`src/rtl/srm_pkg.sv`:
```
`default_nettype none

package srm_pkg;

    localparam int PLAYER_COUNT_DEF = 4;
    localparam int PLAYER_W         = 4;
    localparam int RANK_W           = 4;
    localparam int SCORE_W          = 32;

    localparam logic REQ_WRITE = 1'b0;
    localparam logic REQ_QUERY = 1'b1;

    typedef struct packed {
        logic                       req_type;
        logic [PLAYER_W-1:0]        player;
        logic signed [SCORE_W-1:0]  score_value;
    } req_t;

    typedef struct packed {
        logic [RANK_W-1:0]          rank;
        logic signed [SCORE_W-1:0]  margin;
    } result_t;

    typedef enum logic [2:0] {
        ST_IDLE,
        ST_FETCH,
        ST_SCAN,
        ST_CALC,
        ST_ZERO
    } state_t;

    // controller -> datapath
    typedef struct packed {
        logic write;    // store score of incoming beat (datapath checks range)
        logic capture;  // latch queried player
        logic fetch;    // read queried player's score, restart scan
        logic scan;     // process one table entry
        logic calc;     // form rank and margin
        logic zero;     // out-of-range query result
    } cmd_t;

    // datapath -> controller
    typedef struct packed {
        logic in_range;
        logic scan_last;
    } status_t;

    // a - b, saturated to signed 32 bits
    function automatic logic signed [SCORE_W-1:0] sat_sub(
        input logic signed [SCORE_W-1:0] a,
        input logic signed [SCORE_W-1:0] b
    );
        logic signed [SCORE_W:0] diff;
        begin
            diff = {a[SCORE_W-1], a} - {b[SCORE_W-1], b};
            if (diff[SCORE_W] != diff[SCORE_W-1])
            begin
                sat_sub = diff[SCORE_W] ? {1'b1, {(SCORE_W-1){1'b0}}}
                                        : {1'b0, {(SCORE_W-1){1'b1}}};
            end
            else
            begin
                sat_sub = diff[SCORE_W-1:0];
            end
        end
    endfunction

endpackage

`default_nettype wire

```
`src/rtl/srm_ctrl.sv`:
```
`default_nettype none

module srm_ctrl (
    input  wire logic            clk,
    input  wire logic            rst_n,
    input  wire logic            start,
    input  wire logic            req_type,
    input  wire srm_pkg::status_t status,
    output srm_pkg::cmd_t        cmd,
    output logic                 busy
);

    srm_pkg::state_t state_reg;
    srm_pkg::state_t state_next;

    always_ff @(posedge clk or negedge rst_n)
    begin
        if (!rst_n)
        begin
            state_reg <= srm_pkg::ST_IDLE;
        end
        else
        begin
            state_reg <= state_next;
        end
    end

    always_comb
    begin
        state_next = state_reg;
        case (state_reg)
            srm_pkg::ST_IDLE:
            begin
                if (start && req_type == srm_pkg::REQ_QUERY)
                begin
                    state_next = status.in_range ? srm_pkg::ST_FETCH : srm_pkg::ST_ZERO;
                end
            end
            srm_pkg::ST_FETCH: state_next = srm_pkg::ST_SCAN;
            srm_pkg::ST_SCAN:
            begin
                if (status.scan_last)
                begin
                    state_next = srm_pkg::ST_CALC;
                end
            end
            srm_pkg::ST_CALC:  state_next = srm_pkg::ST_IDLE;
            srm_pkg::ST_ZERO:  state_next = srm_pkg::ST_IDLE;
            default:           state_next = srm_pkg::ST_IDLE;
        endcase
    end

    always_comb
    begin
        cmd  = '0;
        busy = 1'b1;
        case (state_reg)
            srm_pkg::ST_IDLE:
            begin
                busy        = 1'b0;
                cmd.write   = start && req_type == srm_pkg::REQ_WRITE;
                cmd.capture = start && req_type == srm_pkg::REQ_QUERY;
            end
            srm_pkg::ST_FETCH: cmd.fetch = 1'b1;
            srm_pkg::ST_SCAN:  cmd.scan  = 1'b1;
            srm_pkg::ST_CALC:  cmd.calc  = 1'b1;
            srm_pkg::ST_ZERO:  cmd.zero  = 1'b1;
            default:           busy      = 1'b1;
        endcase
    end

endmodule

`default_nettype wire

```
`src/rtl/srm_dp.sv`:
```
`default_nettype none

module srm_dp #(
    parameter int PLAYER_COUNT = srm_pkg::PLAYER_COUNT_DEF
) (
    input  wire logic             clk,
    input  wire logic             rst_n,
    input  wire srm_pkg::req_t    request,
    input  wire srm_pkg::cmd_t    cmd,
    output srm_pkg::status_t      status,
    output srm_pkg::result_t      result,
    output logic                  result_valid
);

    localparam int AW = (PLAYER_COUNT > 1) ? $clog2(PLAYER_COUNT) : 1;
    localparam logic [AW-1:0] LAST_IDX = AW'(PLAYER_COUNT - 1);

    logic signed [srm_pkg::SCORE_W-1:0] table_reg [PLAYER_COUNT];

    logic [AW-1:0]                      player_reg,  player_next;
    logic [AW-1:0]                      idx_reg,     idx_next;
    logic signed [srm_pkg::SCORE_W-1:0] own_reg,     own_next;
    logic signed [srm_pkg::SCORE_W-1:0] lead_reg,    lead_next;
    logic signed [srm_pkg::SCORE_W-1:0] second_reg,  second_next;
    logic [srm_pkg::RANK_W-1:0]         rank_reg,    rank_next;
    srm_pkg::result_t                   result_reg,  result_next;
    logic                               valid_reg,   valid_next;

    logic [AW-1:0]                      rd_addr;
    logic signed [srm_pkg::SCORE_W-1:0] rd_data;
    logic                               in_range;
    logic                               beats_own;
    logic [AW-1:0]                      wr_addr;

    assign in_range = {1'b0, request.player} < (srm_pkg::PLAYER_W + 1)'(PLAYER_COUNT);
    assign wr_addr  = request.player[AW-1:0];

    assign status.in_range  = in_range;
    assign status.scan_last = idx_reg == LAST_IDX;

    assign rd_addr = cmd.fetch ? player_reg : idx_reg;
    assign rd_data = table_reg[rd_addr];

    // entry ranks ahead of the queried player: higher score, or tie at lower index
    assign beats_own = (rd_data > own_reg) || (rd_data == own_reg && idx_reg < player_reg);

    always_ff @(posedge clk or negedge rst_n)
    begin
        if (!rst_n)
        begin
            for (int i = 0; i < PLAYER_COUNT; i++)
            begin
                table_reg[i] <= '0;
            end
        end
        else if (cmd.write && in_range)
        begin
            table_reg[wr_addr] <= request.score_value;
        end
    end

    always_comb
    begin
        player_next = player_reg;
        idx_next    = idx_reg;
        own_next    = own_reg;
        lead_next   = lead_reg;
        second_next = second_reg;
        rank_next   = rank_reg;
        result_next = result_reg;
        valid_next  = cmd.calc || cmd.zero;

        if (cmd.capture)
        begin
            player_next = wr_addr;
        end

        if (cmd.fetch)
        begin
            own_next  = rd_data;
            idx_next  = '0;
            rank_next = '0;
        end

        if (cmd.scan)
        begin
            idx_next = idx_reg + 1'b1;
            if (beats_own)
            begin
                rank_next = rank_reg + 1'b1;
            end
            // running max and runner-up, scanning upward so ties keep the lower index
            if (idx_reg == '0)
            begin
                lead_next = rd_data;
            end
            else if (rd_data > lead_reg)
            begin
                lead_next   = rd_data;
                second_next = lead_reg;
            end
            else if (idx_reg == AW'(1) || rd_data > second_reg)
            begin
                second_next = rd_data;
            end
        end

        if (cmd.calc)
        begin
            result_next.rank   = rank_reg;
            result_next.margin = (rank_reg == '0) ? srm_pkg::sat_sub(lead_reg, second_reg)
                                                  : srm_pkg::sat_sub(own_reg, lead_reg);
        end

        if (cmd.zero)
        begin
            result_next = '0;
        end
    end

    always_ff @(posedge clk or negedge rst_n)
    begin
        if (!rst_n)
        begin
            valid_reg <= 1'b0;
        end
        else
        begin
            valid_reg <= valid_next;
        end
    end

    always_ff @(posedge clk)
    begin
        player_reg <= player_next;
        idx_reg    <= idx_next;
        own_reg    <= own_next;
        lead_reg   <= lead_next;
        second_reg <= second_next;
        rank_reg   <= rank_next;
        result_reg <= result_next;
    end

    assign result       = result_reg;
    assign result_valid = valid_reg;

endmodule

`default_nettype wire

```
`src/rtl/score_rank_margin.sv`:
```
// Score table with rank-and-margin query. Issue a beat by raising start while
// busy is low. A write (req_type 0) stores one signed Q16.16 score and never
// raises busy; writes to a player at or above PLAYER_COUNT are dropped. A
// query (req_type 1) holds busy while it reads the queried score, scans every
// table entry to find leader, runner-up and rank, and forms the saturated
// margin. The result then shows on result for exactly one cycle with
// result_valid high; the next beat may be accepted in that same cycle. The
// receiver cannot stall, so result must be taken when valid. A query of an
// out-of-range player answers rank 0, margin 0 without a scan. The table
// resets to all zero.
`default_nettype none

module score_rank_margin #(
    parameter int PLAYER_COUNT = srm_pkg::PLAYER_COUNT_DEF
) (
    input  wire logic            clk,
    input  wire logic            rst_n,
    input  wire logic            start,
    input  wire srm_pkg::req_t   request,
    output logic                 busy,
    output srm_pkg::result_t     result,
    output logic                 result_valid
);

    srm_pkg::cmd_t    cmd;
    srm_pkg::status_t status;

    srm_ctrl u_ctrl (
        .clk      (clk),
        .rst_n    (rst_n),
        .start    (start),
        .req_type (request.req_type),
        .status   (status),
        .cmd      (cmd),
        .busy     (busy)
    );

    srm_dp #(
        .PLAYER_COUNT (PLAYER_COUNT)
    ) u_dp (
        .clk          (clk),
        .rst_n        (rst_n),
        .request      (request),
        .cmd          (cmd),
        .status       (status),
        .result       (result),
        .result_valid (result_valid)
    );

`ifndef NO_ASSERTIONS
    a_result_after_busy: assert property (@(posedge clk) disable iff (!rst_n)
        result_valid |-> $past(busy))
        else $error("result beat without a query in flight");

    a_single_beat: assert property (@(posedge clk) disable iff (!rst_n)
        result_valid |=> !result_valid)
        else $error("result strobe longer than one cycle");

    a_write_no_busy: assert property (@(posedge clk) disable iff (!rst_n)
        (start && !busy && request.req_type == srm_pkg::REQ_WRITE) |=> !busy)
        else $error("write beat raised busy");

    a_query_busy: assert property (@(posedge clk) disable iff (!rst_n)
        (start && !busy && request.req_type == srm_pkg::REQ_QUERY) |=> busy)
        else $error("query beat did not raise busy");

    a_oor_fast: assert property (@(posedge clk) disable iff (!rst_n)
        (start && !busy && request.req_type == srm_pkg::REQ_QUERY && !status.in_range)
        |=> ##1 (result_valid && result.rank == '0 && result.margin == '0))
        else $error("out-of-range query result wrong or late");
`endif

endmodule

`default_nettype wire

```
`config.mk`:
```
export PLATFORM = sky130hd
export DESIGN_NAME = score_rank_margin
export DESIGN_NICKNAME = d
export VERILOG_FILES = /design/src/rtl/srm_pkg.sv /design/src/rtl/srm_ctrl.sv /design/src/rtl/srm_dp.sv /design/src/rtl/score_rank_margin.sv
export SDC_FILE = /design/constraint.sdc
export NUM_CORES = 1
export LEC_CHECK = 0
export ABC_AREA = 1
export BUFFER_PORTS_ARGS = -buffer_cell sky130_fd_sc_hd__buf_2
export CAP_MARGIN = 30
export CORE_MARGIN = 2
export CORE_UTILIZATION = 55
export DETAILED_ROUTE_END_ITERATION = 10
export GPL_TIMING_DRIVEN = 0
export HOLD_SLACK_MARGIN = 0.08
export PLACE_DENSITY = 0.72
export SYNTH_ARGS = -nofsm -noshare
export SYNTH_HDL_FRONTEND = slang
export SYNTH_SLANG_ARGS = --single-unit
```
`constraint.sdc`:
```
create_clock -name clk -period 6.8 [get_ports clk]
set_input_delay 1.02 -clock clk [delete_from_list [all_inputs] [get_ports clk]]
set_output_delay 1.02 -clock clk [all_outputs]
set_load 0.01 [all_outputs]
```
==> impl_metrics.json <==
{
  "cp.buffers_inverters": 5,
  "synth_fp_nets": 2598,
  "vias": 16300,
  "syn_inst": 2390,
  "grt_overflow_total": 0,
  "synth.distinct_cells": 44,
  "postCtsSetupBuffers": 0,
  "fin_crit_ns": 5.93,
  "die_h_microns": 185,
  "cp-end-kind": "register",
  "cpMaxStageDelayCell": "nor3_4",
  "yosysWarnings": 0,
  "fillers": 2939,
  "final_net_count": 2711,
  "synth_flop_cell": "dfrtp_1",
  "grt_pass1_wl_microns": 81400,
  "report.final.slew_viol_count": 0,
  "wl_per_cell_microns": 17.7,
  "timing.hold.ws_ns": 0.286,
  "cts_root_buf": "clkbuf_16",
  "syn_area_sq_um": 18100,
  "setup_slack_ns": 0.872,
  "antenna_found_initial": 0,
  "start_util_pct": 55.7,
  "cts_buffers": 30,
  "final_hold_viol_count": 0,
  "seq_area_sq_um": 7110,
  "path_class": "reg2reg",
  "crit_top_cell": "nand2_1",
  "crit_chain": "nor3_4 -> inv_2 -> nand2_1 -> o21ai_2 -> inv_2 -> buf_2 -> o21ai_0 -> o22ai_1 -> ha_1 -> nand2_1 -> nor2_1 -> nand2_1 -> nor4_1 -> nand2_1 -> nand2_1 -> nand2_1 -> nand2_1 -> nand2_1 -> nand3b_1 -> nand2_1 -> inv_1 -> buf_16",
  "fin_skew_ns": 0.0325,
  "crit_family": "simple AND/OR/NAND/NOR gates",
  "hold_buffers": 0,
  "portBuffers": 77,
  "critPathMaxStageDelay_ns": 0.70,
  "max_freq_ghz": 0.169,
  "cp-startpoint": "u_ctrl.state_reg[2]",
  "coreArea_sq_um": 32500,
  "via_per_inst": 5.49,
  "dp_slack_ns": 0.894,
  "cts_max_path_buffers": 3,
  "drive_gt1_share_pct": 8.67,
  "clkTransAtPathRegs_ns": 0.06,
  "yosysSeqAreaShare_pct": 39.3,
  "final_antenna_net_count": 0,
  "routed_wl_microns": 52700,
  "die_w_microns": 185,
  "ys_seq_elements": 272,
  "synth_area_per_cell_sq_um": 7.57,
  "status": "finished clean",
  "drv_cap": 0,
  "worstHoldPathType": "in2async",
  "path_max_fanout": 23,
  "timing.rr.start": "u_ctrl.state_reg[2]",
  "area_growth_pct": 11.4,
  "cts_resized": 0,
  "grt_usage_pct": 30.9,
  "cp.arrival_ns": 6.22,
  "synth_enable_flop_cells": 100,
  "insertion_delay_ns": 0.61,
  "routabilityCongestion": 0.928,
  "diodes": 0,
  "fp.dieArea_sq_um": 34300,
  "rsz0062_at_grt": "no",
  "grt_max_degree": 104,
  "r2r_slack_ns": 0.87,
  "async_flop_share_pct": 48.5,
  "final_core_util_pct": 62.1,
  "drcViolationCount": 0,
  "ios": 78,
  "fp-row-count": 66,
  "multi_input_area_sq_um": 9490,
  "cts_tree": "built",
  "clock-sinks": 272,
  "start_kind": "register",
  "first_pass_iters": 5,
  "h-tree-depth": 1,
  "dp_hpwl_microns": 41500,
  "worst_pin_slew_ns": 1.01,
  "fin_crit_sh_pct": 87.2,
  "largest_reg_flops": 128,
  "cp.required_ns": 7.09,
  "slew_headroom_pct": 32.2,
  "setup_viol": 0,
  "grt_pass1_vias": 15500,
  "first_iter_violations": 1277
}
-- per-stage QoR --
| stage | cells | setup TNS [ns] | area, sq um |
|---|---|---|---|
| 4_1_cts | 2969 | 0 | 20100 |
| 5_1_grt | 2969 | 0 | 20100 |
| 2_1_floorplan | 2390 | 0 | 18100 |
| 3_3_place_gp | 2909 | -58.88 | 19000 |
| 3_5_place_dp | 2913 | 0 | 19100 |
| 6_report | 2969 | 0 | 20100 |
-- placed cells by master, fill, tap and decap left out, types with 10 or more instances in the layout --
| cell | netlist | layout |
|---|---|---|
| a21oi_1 | 107 | 106 |
| buf_2 | 23 | 99 |
| buf_6 | 9 | 10 |
| clkbuf_1 | 23 | 28 |
| clkbuf_16 | 0 | 32 |
| dfrtp_1 | 132 | 132 |
| dfxtp_1 | 40 | 40 |
| edfxtp_1 | 100 | 100 |
| ha_1 | 166 | 166 |
| inv_1 | 285 | 285 |
| nand2_1 | 755 | 755 |
| nand2_2 | 17 | 17 |
| nand3_1 | 106 | 106 |
| nand3b_1 | 12 | 12 |
| nand4_1 | 12 | 12 |
| nor2_1 | 173 | 173 |
| nor3_1 | 13 | 13 |
| nor4_1 | 11 | 11 |
| o21a_1 | 41 | 41 |
| o21ai_0 | 189 | 189 |
| o21ai_1 | 29 | 29 |
| o21bai_1 | 23 | 23 |
| o22ai_1 | 31 | 31 |
| xnor2_1 | 11 | 11 |
| xor2_1 | 26 | 26 |
-- cell type report --
class | instances | share of cell area (%)
clock inverter | 14 | 0.627
sequential | 272 | 35.3
buffer | 68 | 2.02
inverter | 291 | 5.43
multi-input combinational | 1759 | 47.1
clock buffer | 42 | 4.41
tap | 442 | 2.75
timing repair buffer | 81 | 2.39
-- cell families after synthesis --
| kind of cell | share of synthesized area [%] |
|---|---|
| adder cells (fa/ha/maj) | 11.7 |
| buffers and inverters | 8.31 |
| AO/OA/AOI/OAI | 13.7 |
| AND/OR/NAND/NOR | 25.2 |
| flip-flops | 39.3 |
| XOR/XNOR | 1.79 |
-- cells in the mapped netlist, types with 4 or more instances --
cell      number  area share (%)
nor4_1        11            0.38
ha_1         166              11
clkbuf_1      23            0.48
a21oi_1      107             3.0
nor3_1        13            0.36
buf_4          9            0.37
nand2_1      755              16
dfxtp_1       40             4.4
o21a_1        41             1.7
buf_2         23            0.64
o21bai_1      23            0.95
edfxtp_1     100              17
xor2_1        26             1.3
o211ai_1       4            0.17
o21ai_1       29            0.80
a21o_1         7            0.29
nand2_2       17            0.59
nor2_2         6            0.21
xnor2_1       11            0.53
nand3_1      106             2.9
nand3b_1      12            0.50
inv_2          5            0.10
inv_1        285             5.9
o21ai_0      189             5.2
nor2_1       173             3.6
buf_6          9            0.56
o22ai_1       31             1.1
dfrtp_1      132              18
nand4_1       12            0.42
-- metal layers --
metal,track usage [%],wire [microns],vias to the layer above
met5,0,0,-
met4,12.3,2110,0
met3,3.22,3160,124
met2,51.9,24700,551
met1,41.0,22700,7560
li1,-,-,8060
-- path summary, 6_finish.rpt --
path / to / cells after the start
hold / removal: u_dp.table_reg[92] / 1
max in group asynchronous: u_dp.table_reg[100] / 2
hold reg to reg: u_dp.result[22] / 2
setup / recovery: u_dp.second_reg[0] / 22
setup reg to reg: u_dp.second_reg[0] / 22
min in group clk: u_dp.result[22] / 2
Power is not shown: default switching activity piles up to over one toggle a cycle in this logic, so the estimate is an artifact.
